**config.mk**
```make
export PLATFORM = sky130hd
export DESIGN_NAME = c2dvn_div
export DESIGN_NICKNAME = d
export VERILOG_FILES = /design/src/hw/rtl/c2dvn_pkg.sv /design/src/hw/rtl/c2dvn_div.sv
export SDC_FILE = /design/constraint.sdc
export NUM_CORES = 1
export LEC_CHECK = 0
export ABC_AREA = 1
export BUFFER_PORTS_ARGS = -buffer_cell sky130_fd_sc_hd__buf_4
export CAP_MARGIN = 5
export CORE_MARGIN = 3
export CORE_UTILIZATION = 42
export DETAILED_ROUTE_END_ITERATION = 16
export GPL_TIMING_DRIVEN = 0
export SLEW_MARGIN = 20
export SYNTH_ARGS = -nofsm -noshare
export SYNTH_HDL_FRONTEND = slang
export SYNTH_SLANG_ARGS = --single-unit
```
**constraint.sdc**
```tcl
create_clock -name clk -period 3.9 [get_ports clk]
set_input_delay 0.39 -clock clk [delete_from_list [all_inputs] [get_ports clk]]
set_output_delay 0.39 -clock clk [all_outputs]
set_load 0.03 [all_outputs]
```
**src/hw/rtl/c2dvn_pkg.sv**
```systemverilog
// Shared types and constants for the 2-D valid-mode convolution block
`timescale 1ns / 1ps
package c2dvn_pkg;

  localparam int HEIGHT_CAP = 1024;
  localparam int SIZE_REG_W = 3;
  localparam int DIM_REG_W  = 11;
  localparam int COEF_STR_W = 200;

  localparam logic [2:0] REG_KSIZE  = 3'd0;
  localparam logic [2:0] REG_WIDTH  = 3'd1;
  localparam logic [2:0] REG_HEIGHT = 3'd2;
  localparam logic [2:0] REG_COEF_A = 3'd3;
  localparam logic [2:0] REG_COEF_B = 3'd4;
  localparam logic [2:0] REG_COEF_C = 3'd5;
  localparam logic [2:0] REG_COEF_D = 3'd6;

  typedef enum logic [2:0] {
    ST_IDLE,
    ST_SHIFT,
    ST_MAC,
    ST_DIV,
    ST_OUT
  } state_t;

  typedef struct packed {
    logic shift;
    logic load;
  } cell_ctrl_t;

endpackage

```
**src/hw/rtl/c2dvn_div.sv**
```systemverilog
// Restoring divider, one quotient bit per cycle, truncates toward zero
`timescale 1ns / 1ps
module c2dvn_div #(
  parameter int DW = 21,
  parameter int VW = 13
) (
  input  logic                 clk,
  input  logic                 rst,
  input  logic                 start,
  input  logic signed [DW-1:0] dividend,
  input  logic signed [VW-1:0] divisor,
  output logic                 done,
  output logic signed [DW-1:0] quotient
);
  import c2dvn_pkg::*;

  localparam int CW = $clog2(DW + 1);

  logic          busy;
  logic [CW-1:0] cnt;
  logic          neg;
  logic [DW-1:0] dvd;
  logic [VW-1:0] dvs;
  logic [VW-1:0] rem;
  logic [VW:0]   rem_sh;
  logic          ge;

  assign rem_sh   = {rem, dvd[DW-1]};
  assign ge       = rem_sh >= {1'b0, dvs};
  assign quotient = neg ? -$signed(dvd) : $signed(dvd);

  always_ff @(posedge clk) begin
    if (rst) begin
      busy <= 1'b0;
      done <= 1'b0;
      cnt  <= '0;
    end else begin
      done <= 1'b0;
      if (start) begin
        busy <= 1'b1;
        cnt  <= CW'(DW);
      end else if (busy) begin
        cnt <= cnt - 1'b1;
        if (cnt == CW'(1)) begin
          busy <= 1'b0;
          done <= 1'b1;
        end
      end
    end
  end

  always_ff @(posedge clk) begin
    if (start) begin
      neg <= dividend[DW-1] ^ divisor[VW-1];
      dvd <= dividend[DW-1] ? DW'(-dividend) : DW'(dividend);
      dvs <= divisor[VW-1] ? VW'(-divisor) : VW'(divisor);
      rem <= '0;
    end else if (busy) begin
      rem <= ge ? VW'(rem_sh - {1'b0, dvs}) : VW'(rem_sh);
      dvd <= {dvd[DW-2:0], ge};
    end
  end

endmodule

```
==> flow_metrics.env <==
export IMPL_status="finished, final reports clean"
export IMPL_crit_reg2reg_capture="dvd[0]$_DFFE_PP_"
export IMPL_drive_above_1_share=0.1341
export IMPL_place_congestion=0.8709
export IMPL_diodes=0
export IMPL_grt_pass1_vias=4070
export IMPL_synth_flop_cell="edfxtp_1"
export IMPL_dp_cells=841
export IMPL_syn_nets=707
export IMPL_worstPathMaxFanout=3
export IMPL_viasPerCell=4.883
export IMPL_crit_reg2reg_launch="dvd[20]$_DFFE_PP_"
export IMPL_min_period_ns=2.560
export IMPL_maxCapViolCount=0
export IMPL_cts_tree="built"
export IMPL_numCtsBuffers=5
export IMPL_fin_setup_tns_ns=0
export IMPL_root_buffer="clkbuf_8"
export IMPL_cts_buffer_depth=2
export IMPL_clk_pin_slew_ns=0.10
export IMPL_coreArea_mm2=0.01000
export IMPL_clkLatencyLatePin_ns=0.31
export IMPL_cp_top_family="simple AND/OR/NAND/NOR gates"
export IMPL_syn_inst=651
export IMPL_peakVddDrop_mv=0.1610
export IMPL_setup_violations=0
export IMPL_seq_area_frac_synth=0.3281
export IMPL_cp_num_buf_inv=2
export IMPL_power_density_mw_per_mm2=305.1
export IMPL_synth_area_mm2=0.004423
export IMPL_vias=4146
export IMPL_rsz0062_at_grt="false"
export IMPL_synth_seq_cells=55
export IMPL_crit_path_max_incr_delay_ns=0.39
export IMPL_fp_dieW_um=108.6
export IMPL_pin_count=59
export IMPL_finalNetCount=771
export IMPL_max_freq_mhz=390.6
export IMPL_cp_startpoint="dvd[0]$_DFFE_PP_"
export IMPL_crit_type="flip-flop to output pin"
export IMPL_drc=0
export IMPL_synth_edf_count=35
export IMPL_worstPathRequired_ns=3.51
export IMPL_hold_class="input port to flip-flop"
export IMPL_htreeDepth=2
export IMPL_clkSinkCount=55
export IMPL_syn_to_final_growth_pct=15.33
export IMPL_drv_slew=0
export IMPL_rrSetupSlack_ns=1.78
export IMPL_synthArstFlopShare=0
export IMPL_syn_avg_cell_area_um2=6.794
export IMPL_cp_start_kind="flip-flop"
export IMPL_grt_pass1_wl_um=18500
export IMPL_period_share=0.6564
export IMPL_hold_buffers=0
export IMPL_first_iter_violations=177
export IMPL_antenna_found_initial=0
export IMPL_cp_end_kind="output pin"
export IMPL_grt_usage=0.1945
export IMPL_hold_viol=0
export IMPL_dieArea_mm2=0.01180
export IMPL_cts_resized=0
export IMPL_grt_max_degree=23
export IMPL_core_rowCount=36
export IMPL_dpl_hpwl_um=8817
export IMPL_cp_arrival_ns=2.17
export IMPL_finClkSkew_ns=0.009342
export IMPL_crit_chain="inv_1 -> ha_1 -> nand3_1 -> nor2_1 -> nand3_1 -> nand2_1 -> o21a_1 -> xor2_1 -> buf_4"
export IMPL_start_util=0.4423
export IMPL_crit_path_top_delay_cell="edfxtp_1"
export IMPL_cp_depth=9
export IMPL_grt_overflow=0
export IMPL_hold_ws_ns=0.2290
export IMPL_portBuffers=57
export IMPL_critPathMostFrequentCell="nand3_1"
export IMPL_postCtsSetupRepairBufs=0
export IMPL_dr_pass1_iters=5
export IMPL_crit_end="quotient[14]"
export IMPL_wl_per_cell_um=13.04
export IMPL_p_leak_uw=0.002539
export IMPL_relSlewSlack=0.4326
export IMPL_synth_distinct_cells=37
export IMPL_ant_nets=0
export IMPL_yosysWarnings=0
export IMPL_worst_pin_slew_ns=0.8502
export IMPL_die_y_um=108.6
export IMPL_r2r_cells=11
export IMPL_drt_total_wl_um=11070
export IMPL_stdcell_count=849
routing by layer:
metal | routed length (um) | up-vias | track usage
li1 | - | 2184 | -
met1 | 4983 | 1886 | 0.2370
met2 | 5670 | 70 | 0.3694
met3 | 301 | 6 | 0.01954
met4 | 116 | 0 | 0.03968
met5 | 0 | - | 0
area by class of cell:
type,count,area [um^2]
flip-flops and latches,55,1451
plain buffers,15,72.57
clock buffers,5,68.82
clock inverters,3,15.01
fillers,1038,4898
inverters,115,431.7
well taps,133,166.4
multi-input cells,466,2467
repair buffers,57,427.9
registers in the layout, summed over array words and instances, names as in the netlist:
signal,flops
busy,1
cnt,5
done,1
dvd,21
dvs,13
neg,1
rem,13
stage by stage:
step	util	area, um^2	setup WS [ns]	power (uW)
global placement	0.5018	5017	1.680	1254
CTS	0.5101	5101	1.322	1569
finish	0.5101	5101	1.340	1556
global route	0.5101	5101	1.090	1653
detailed placement	0.5018	5017	1.677	1261
floorplan	-	4423	1.794	1070
Yosys cell counts, drive strengths merged (2+ instances only):
master / instances / share of area
o22ai: 3 / 0.0042
inv: 113 / 0.096
o21ai: 28 / 0.032
buf: 6 / 0.0088
dfxtp: 20 / 0.091
o31ai: 3 / 0.0051
nor2: 74 / 0.069
xnor2: 12 / 0.024
nand2: 185 / 0.16
nand3: 59 / 0.071
a21oi: 12 / 0.016
nand4: 20 / 0.032
a31oi: 2 / 0.0028
ha: 18 / 0.051
edfxtp: 35 / 0.24
clkbuf: 9 / 0.0076
clkinv: 2 / 0.0017
or2: 3 / 0.0042
nor3: 8 / 0.0091
xor2: 34 / 0.067
worst min path at each step:
| stage | startpoint | to | slack, ns | cells past startpoint |
|---|---|---|---|---|
| finish | rst | cnt[4]$_SDFFE_PP0P_ | 0.23 | 2 |
| CTS | rst | cnt[4]$_SDFFE_PP0P_ | 0.23 | 2 |
| global placement | cnt[4]$_SDFFE_PP0P_ | cnt[4]$_SDFFE_PP0P_ | 0.45 | 2 |
| floorplan | cnt[4]$_SDFFE_PP0P_ | cnt[4]$_SDFFE_PP0P_ | 0.44 | 2 |
| global route | rst | cnt[4]$_SDFFE_PP0P_ | 0.24 | 2 |
| detailed placement | cnt[4]$_SDFFE_PP0P_ | cnt[4]$_SDFFE_PP0P_ | 0.46 | 2 |
power by group:
group	internal (uW)	total, uW	switching [uW]
Combinational	193	534	341
Clock	123	310	187
Sequential	677	712	34.6
Total	994	1560	562
cell families (layout without fill, tap and decap cells):
group                      count (synthesis)  count (layout)  synth area share
DFF                                       55              55            0.3281
xor gates and xnor gates                  46              46           0.09109
and+or+nand+nor                          350             350            0.3463
adders and majority gates                 19              19           0.05545
buffers and inverters                    130             195            0.1140
AOI/OAI and AO/OA                         51              51           0.06506
placed cells by master (no fill, tap or decap), types with 2 or more instances in the layout:
cell and count:
or2_2 2, buf_2 4, nor2_2 5, clkinv_1 2, nor2_4 2, nand2_1 180, dfxtp_1 20, a21oi_1 11
inv_1 106, xnor2_1 12, buf_4 58, o21ai_0 26, nand2_2 5, clkbuf_1 9, nor3_1 8, edfxtp_1 35
a31oi_1 2, inv_2 7, xor2_1 34, nor2_1 67, o31ai_1 3, clkbuf_8 5, clkinv_2 2, o22ai_1 3
nand4_1 19, o21ai_1 2, nand3_1 57, ha_1 18
worst reg2reg max path, delay by kind of cell, from the launching register on:
kind / cells / cell delay [ns]
flip-flops: 1 / 0.38
AO/OA/AOI/OAI: 1 / 0.11
AND/OR/NAND/NOR: 5 / 0.47
adder cells (fa/ha/maj): 2 / 0.63
buffers and inverters: 3 / 0.36
(Power assumes the default switching activity.)
