--- config.mk ---
export PLATFORM = sky130hd
export DESIGN_NAME = c2dvn_cell
export DESIGN_NICKNAME = d
export VERILOG_FILES = /design/src/hw/rtl/c2dvn_pkg.sv /design/src/hw/rtl/c2dvn_cell.sv
export SDC_FILE = /design/constraint.sdc
export NUM_CORES = 1
export LEC_CHECK = 0
export ABC_AREA = 1
export ABC_CLOCK_PERIOD_IN_PS = 6200
export BUFFER_PORTS_ARGS = -buffer_cell sky130_fd_sc_hd__buf_2
export CORE_AREA = 2 2 210 212
export DETAILED_ROUTE_END_ITERATION = 8
export DIE_AREA = 0 0 212 214
export PLACE_DENSITY = 0.7
export SYNTH_ARGS = -nofsm -noshare
export SYNTH_HDL_FRONTEND = slang
export SYNTH_SLANG_ARGS = --single-unit
export TNS_END_PERCENT = 50
--- constraint.sdc ---
create_clock -name clk -period 6.2 [get_ports clk]
set_input_delay 0.31 -clock clk [delete_from_list [all_inputs] [get_ports clk]]
set_output_delay 0.31 -clock clk [all_outputs]
set_load 0.1 [all_outputs]
--- src/hw/rtl/c2dvn_pkg.sv ---
// Shared types and constants for the 2-D valid-mode convolution block
`timescale 1ns / 1ps
package c2dvn_pkg;

  localparam int HEIGHT_CAP = 1024;
  localparam int SIZE_REG_W = 3;
  localparam int DIM_REG_W  = 11;
  localparam int COEF_STR_W = 200;

  localparam logic [2:0] REG_KSIZE  = 3'd0;
  localparam logic [2:0] REG_WIDTH  = 3'd1;
  localparam logic [2:0] REG_HEIGHT = 3'd2;
  localparam logic [2:0] REG_COEF_A = 3'd3;
  localparam logic [2:0] REG_COEF_B = 3'd4;
  localparam logic [2:0] REG_COEF_C = 3'd5;
  localparam logic [2:0] REG_COEF_D = 3'd6;

  typedef enum logic [2:0] {
    ST_IDLE,
    ST_SHIFT,
    ST_MAC,
    ST_DIV,
    ST_OUT
  } state_t;

  typedef struct packed {
    logic shift;
    logic load;
  } cell_ctrl_t;

endpackage

--- src/hw/rtl/c2dvn_cell.sv ---
// One window row: column shift line, row dot product and accumulate link
`timescale 1ns / 1ps
module c2dvn_cell #(
  parameter int MK    = 5,
  parameter int PB    = 8,
  parameter int CB    = 8,
  parameter int ACC_W = 21,
  parameter int KS_W  = 13
) (
  input  logic                    clk,
  input  c2dvn_pkg::cell_ctrl_t   ctrl,
  input  logic [PB-1:0]           pix_in,
  input  logic [MK*CB-1:0]        coef_row,
  input  logic signed [ACC_W-1:0] acc_in,
  input  logic signed [KS_W-1:0]  ks_in,
  output logic signed [ACC_W-1:0] acc_out,
  output logic signed [KS_W-1:0]  ks_out
);
  import c2dvn_pkg::*;

  logic [PB-1:0]           col [MK];
  logic signed [CB-1:0]    coef [MK];
  logic signed [ACC_W-1:0] rowdot;
  logic signed [KS_W-1:0]  rowks;
  logic signed [ACC_W-1:0] rowdot_next;
  logic signed [KS_W-1:0]  rowks_next;

  always_comb begin
    logic signed [PB+CB:0] prod;
    rowdot_next = '0;
    rowks_next  = '0;
    for (int j = 0; j < MK; j++) begin
      // drop taps outside the kernel so stale or unwritten pixels never reach the sum
      if (coef[j] == '0) prod = '0;
      else prod = $signed({1'b0, col[j]}) * coef[j];
      rowdot_next = rowdot_next + ACC_W'(prod);
      rowks_next  = rowks_next + KS_W'(coef[j]);
    end
  end

  always_ff @(posedge clk) begin
    if (ctrl.shift) begin
      for (int j = 0; j < MK - 1; j++) col[j] <= col[j+1];
      col[MK-1] <= pix_in;
    end
    if (ctrl.load) begin
      for (int j = 0; j < MK; j++) coef[j] <= coef_row[j*CB +: CB];
    end
    rowdot  <= rowdot_next;
    rowks   <= rowks_next;
    // pass the running sums down the chain
    acc_out <= acc_in + rowdot;
    ks_out  <= ks_in + rowks;
  end

endmodule

==> results of run 1 <==
[kinds of logic after synthesis]
family                   count (synthesis)
AO/OA/AOI/OAI                          172
adder cells (fa/ha/maj)                546
XOR/XNOR                                50
flip-flops                             147
buffers and inverters                  802
AND/OR/NAND/NOR                       1127
[flip-flops by register name, summed over array words and instances (netlist names)]
name,count
acc_out,21
coef,40
col,40
ks_out,13
rowdot,21
rowks,12
[layer usage]
| layer | global-route usage [%] | share of wire (%) |
|---|---|---|
| met1 | 34.0 | 42 |
| met2 | 46.7 | 49 |
| met3 | 4.72 | 5.7 |
| met4 | 10.7 | 3.5 |
| met5 | 0 | 0 |
[worst paths after layout]
path,startpoint,endpoint,slack [ns],depth (start not counted)
setup / recovery,col[0][20],rowdot[20],-0.33,26
hold / removal,coef_row[11],coef[0][11],0.02,1
setup reg to reg,col[0][20],rowdot[20],-0.33,26
hold reg to reg,rowks[0],ks_out[0],0.49,1
[repair_timing]
| item | 4_1_cts | 5_1_grt |
|---|---|---|
| endpoints found under the setup margin | 13 | 15 |
| setup buffers | 24 | 10 |
| hold endpoints to repair | 34 | 0 |
| gates resized for setup | 118 | 55 |
| hold buffers | 34 | 0 |
| pin swaps | 42 | 28 |
[per-stage QoR]
| stage | cells | instance area (um^2) | setup slack (ns) | utilization [%] | setup TNS, ns |
|---|---|---|---|---|---|
| final | 3778 | 26300 | -0.328 | 61.3 | -2.74 |
| after global routing | 3778 | 26300 | -0.607 | 61.3 | -6.53 |
| after CTS | 3768 | 26000 | -0.240 | 60.7 | -1.95 |
| after detailed placement | 3678 | 24400 | -0.530 | 56.8 | -4.97 |
| after global placement | 3678 | 24400 | -0.482 | 56.8 | -4.30 |
| after floorplan | 2844 | 21800 | 0.00161 | - | 0 |
[worst register-to-register path, stage by stage (launching register included)]
cell and delay [ns]:
edfxtp_1 0.55, nand2_1 0.12, inv_1 0.06, fa_1 0.50
fa_1 0.51, fa_1 0.49, inv_1 0.05, fa_1 0.53
inv_1 0.09, ha_4 0.31, nand2_2 0.08, nor2_2 0.15
nand3_2 0.10, nand4_1 0.12, nand3_2 0.13, fa_2 0.63
inv_2 0.05, fa_1 0.55, fa_2 0.50, ha_4 0.32
nand2_2 0.07, nor2_4 0.11, inv_1 0.05, nor2_2 0.09
nand3_1 0.11, nand4_1 0.11, nand2_1 0.05
[area by class of cell]
cell class	instances	area share (%)
Multi-Input combinational cell	1895	59.9
Timing Repair Buffer	393	10.5
Tap cell	585	2.78
Inverter	726	10.4
Clock buffer	17	1.62
Sequential cell	147	14.2
Clock inverter	15	0.647
[cell usage in the layout (no fill, tap or decap), types with 4 or more instances in the layout]
cell | netlist | routed
inv_1 | 717 | 709
nand2_1 | 714 | 684
fa_1 | 266 | 259
ha_1 | 280 | 251
buf_4 | 0 | 237
nor2_1 | 199 | 173
buf_2 | 36 | 118
nand3_1 | 119 | 104
edfxtp_1 | 80 | 80
a21oi_1 | 99 | 74
dfxtp_1 | 67 | 67
nand2_2 | 8 | 35
dlygate4sd3_1 | 0 | 34
xor2_1 | 29 | 29
ha_4 | 0 | 28
nor2_2 | 8 | 26
a21oi_2 | 2 | 24
nand4_1 | 23 | 23
o21ai_0 | 34 | 23
or2_2 | 23 | 20
xnor2_1 | 21 | 19
nand3_2 | 6 | 18
clkbuf_16 | 0 | 17
o21bai_1 | 16 | 14
inv_2 | 6 | 14
nor3_1 | 10 | 9
o21ai_1 | 4 | 9
a21o_1 | 9 | 9
nor2_4 | 0 | 8
nor3_2 | 6 | 7
o21ai_2 | 1 | 7
fa_2 | 0 | 7
inv_6 | 0 | 6
and2_4 | 2 | 4
inv_8 | 0 | 4
buf_6 | 0 | 4
==> metrics, run 1 <==
outcome=finished with violations; failing checks=setup timing; Worst Max-Slew Pin Slew=1.06 ns; Synth Area in Compound Gates=4.37%; # H-tree levels=4; Critical Path RT=6.58 ns; Remaining Overflow, GRT=0; CP Buf/Inv Count=5; crit-path most repeated cell=fa_1; via count=18795; area leader, netlist=fa_1; share of the synthesized area in the top cell type=24.5%; max incr delay on CP=0.62 ns; Hold Fails Final Rpt=0; IO buf count=118; largest family of logic cells by synthesized area=adder cells; Synth area leaders=fa_1 (25%), ha_1 (16%), inv_1 (12%); Adder-Cell Fraction of Synth Area=40.7%; CP max FO=7; Initial Utilization=50.6%; Post-Synth XOR/XNOR Area=2.02%; DR pass1 iterations=5; first-pass GRT wire length=96.8 mm; fmax=153 MHz; vias in the first global route=19868; layout cells sized above 1=19.2%; max-slew violations=0; setup ws final=-0.328 ns; Multi-input gate area=0.0157 mm^2; gr usage total=27.2%; CTS tree=done; Hold WC Path Type=input port to flip-flop; final wirelength=58.7 mm; CTS Buf Count=17; Fin Clk Skew=0.0199 ns; final net count=3811; Die Y=214 um; IO Pins=119; Die ar.=0.0454 mm^2; critical setup path kind=flip-flop to flip-flop; Synth Flop Type=edfxtp_1; Yosys reg bits=147; Post-Synthesis Cell Area=0.0217 mm^2; Post-synth ARST share=0%; clk_lat worst skew=0.48 ns; Initial DRC Count=1022; Post-Synthesis Cells=2844; crit share post-route=105%; Sink Count=147; Reg clk slew, reported paths=0.08 ns; die width=212 um; relative slew slack=29.1%; critical path launch point type=flip-flop; RSZ-0062 raised after global routing=yes; critical path capture point type=flip-flop; clock period minus worst slack=6.53 ns; Root Buffer Master=clkbuf_16; largest net degree at the start of global routing=41; Diodes inserted=0; CP arrival=6.91 ns; synth warn=0; unique cell type count in the Yosys netlist=37; Post-DRT Antenna Nets=0; initial antenna violation count=0; DRC=0; Max-Cap Viols=0; fill count=3787; number of synthesized flops with an enable pin=80; RePlAce Congestion=0.947; Synth-to-Final Area Change=21.2%; Top Family by Delay on Critical Path=adder cells; standard-cell row count=76; syn_nets=3475; CP max-delay cell=fa_2; post-synthesis mux area share=0%; hold_ws=0.0243 ns; Simple-Gate Fraction of Synth Area=21.6%; CTS max path bufs=2; DR WL/cell=15.5 um; most instantiated cells after synthesis=inv_1 (717), nand2_1 (714), ha_1 (280), fa_1 (266), nor2_1 (199); most common cell in the netlist=inv_1; mean area per synthesized cell=7.63 um^2; final setup fails=12; post-synthesis sequential area ratio=17.2%; mean number of vias per cell=4.97; hpwl dp=48.7 mm; FF+latch area=0.00374 mm^2; area of the core=0.0429 mm^2
Power of run 1 is not shown: default switching activity piles up to over one toggle a cycle in this logic, so the estimate is an artifact.
==> inputs of run 2 (changes only) <==
--- a/config.mk
+++ b/config.mk
@@ -8,10 +8,12 @@
 export ABC_AREA = 1
 export ABC_CLOCK_PERIOD_IN_PS = 6200
 export BUFFER_PORTS_ARGS = -buffer_cell sky130_fd_sc_hd__buf_2
-export CORE_AREA = 2 2 210 212
+export CELL_PAD_IN_SITES_DETAIL_PLACEMENT = 1
+export CELL_PAD_IN_SITES_GLOBAL_PLACEMENT = 1
+export CORE_AREA = 2 2 228 230
 export DETAILED_ROUTE_END_ITERATION = 8
-export DIE_AREA = 0 0 212 214
-export PLACE_DENSITY = 0.7
+export DIE_AREA = 0 0 230 232
+export PLACE_DENSITY_LB_ADDON = 0.1
 export SYNTH_ARGS = -nofsm -noshare
 export SYNTH_HDL_FRONTEND = slang
 export SYNTH_SLANG_ARGS = --single-unit
==> metrics, run 2 (same netlist as run 1, synthesis figures left out) <==
die width=230 um; fmax=150 MHz; Initial Utilization=42.7%; area of the core=0.0509 mm^2; setup ws final=-0.488 ns; Initial DRC Count=847; crit share post-route=108%; relative slew slack=23.8%; Reg clk slew, reported paths=0.08 ns; hpwl dp=59.8 mm; reg2reg setup slack=-0.49 ns; Remaining Overflow, GRT=0; Critical Path RT=6.64 ns; max-slew violations=0; outcome=finished with violations; RePlAce Congestion=0.950; Die Y=232 um; final net count=3865; Fin Clk Skew=0.0240 ns; Hold WC Path Type=input port to flip-flop; Sink Count=147; max incr delay on CP=0.58 ns; Synth-to-Final Area Change=27.1%; commonest non-fill, non-tap cell in the layout=inv_1; Worst Max-Slew Pin Slew=1.14 ns; DRC=0; # H-tree levels=4; Die ar.=0.0534 mm^2; mean number of vias per cell=4.97; first-pass GRT wire length=116 mm; RSZ-0062 raised after global routing=yes; critical path capture point type=flip-flop; vias in the first global route=21593; layout cells sized above 1=24.0%; standard-cell row count=83; reg2reg start=coef[0][14]; Placed Area=0.0247 mm^2; biggest regs=coef (40), col (40); gr usage total=28.3%; DR pass1 iterations=5; Worst Min Path Start=ks_in[0]; Post-DRT Antenna Nets=0; Hold Fails Final Rpt=0; commonest non-fill, non-tap cells in the layout=inv_1 (682), nand2_1 (636), buf_4 (264); final wirelength=74.0 mm; via count=19550; CTS tree=done; final setup fails=13; Root Buffer Master=clkbuf_16; CTS Buf Count=17; final core area utilization=54.2%; clock period minus worst slack=6.69 ns; CP max FO=5; initial antenna violation count=4; Max-Cap Viols=0; IO buf count=118; DR WL/cell=18.8 um; largest net degree at the start of global routing=41; critical setup path kind=flip-flop to flip-flop; crit-path most repeated cell=fa_1; failing checks=setup timing; clk_lat worst skew=0.52 ns; Worst Setup SP=coef[0][14]; critical path launch point type=flip-flop; IO Pins=119; CP arrival=7.13 ns; CP max-delay cell=fa_1; CTS max path bufs=2; Finished Cell Area=0.0276 mm^2
## run 2: cell types whose count changed in the layout (fill, tap and decap cells not counted), sizes merged
cell         before  now
buf             359  406
dlygate4sd3      34   41
clkinv            4    9
inv             736  731
diode             0    3
## run 2: what timing repair did
action                     CTS  global route
setup endpoints to repair   14            15
gates resized for setup    218           148
buffers inserted            38            17
hold endpoints to repair    41             0
pin swaps                   57            68
hold buffers                41             0
## run 2: path summary, 6_finish.rpt
check                                   to  depth (start not counted)
worst min register to register  acc_out[0]                          1
worst min-delay path             ks_out[0]                          2
worst max register to register  rowdot[20]                         32
worst max-delay path            rowdot[20]                         32
## run 2: worst max-delay path, delay by kind of cell (launching register included)
family	cells	cell delay [ns]
and+or+nand+nor	15	1.27
buffers and inverters	8	0.63
adders and majority gates	9	4.19
DFF	1	0.51
## run 2: metrics by stage
| stage | instances | worst slack [ns] | hold WS (ns) | TNS, ns |
|---|---|---|---|---|
| after floorplan | 2844 | 0.00161 | 0.409 | 0 |
| after global placement | 3804 | -0.650 | 0.432 | -5.94 |
| after detailed placement | 3804 | -0.732 | 0.433 | -7.24 |
| after CTS | 3911 | -0.337 | 0.000921 | -2.46 |
| after global routing | 3927 | -0.696 | 0.0182 | -7.24 |
| final | 3930 | -0.488 | 0.0296 | -4.37 |
## run 2: area by class of cell
cell class | count | area, um^2
Clock inverter | 15 | 200
Inverter | 726 | 2740
Fill cell | 6214 | 23300
Tap cell | 680 | 851
Multi-Input combinational cell | 1895 | 16300
Antenna cell | 3 | 7.51
Sequential cell | 147 | 3740
Clock buffer | 17 | 425
Timing Repair Buffer | 447 | 3270
## run 2: layer usage
metal  part of all wire (%)  wire [um]  GRT usage, %
met4                    3.0       2240          9.70
met2                     50      37100          50.4
met1                     44      32200          35.2
met3                    3.3       2460          3.79
met5                  0.036         27             0
Power of run 2 is left out for the same reason.
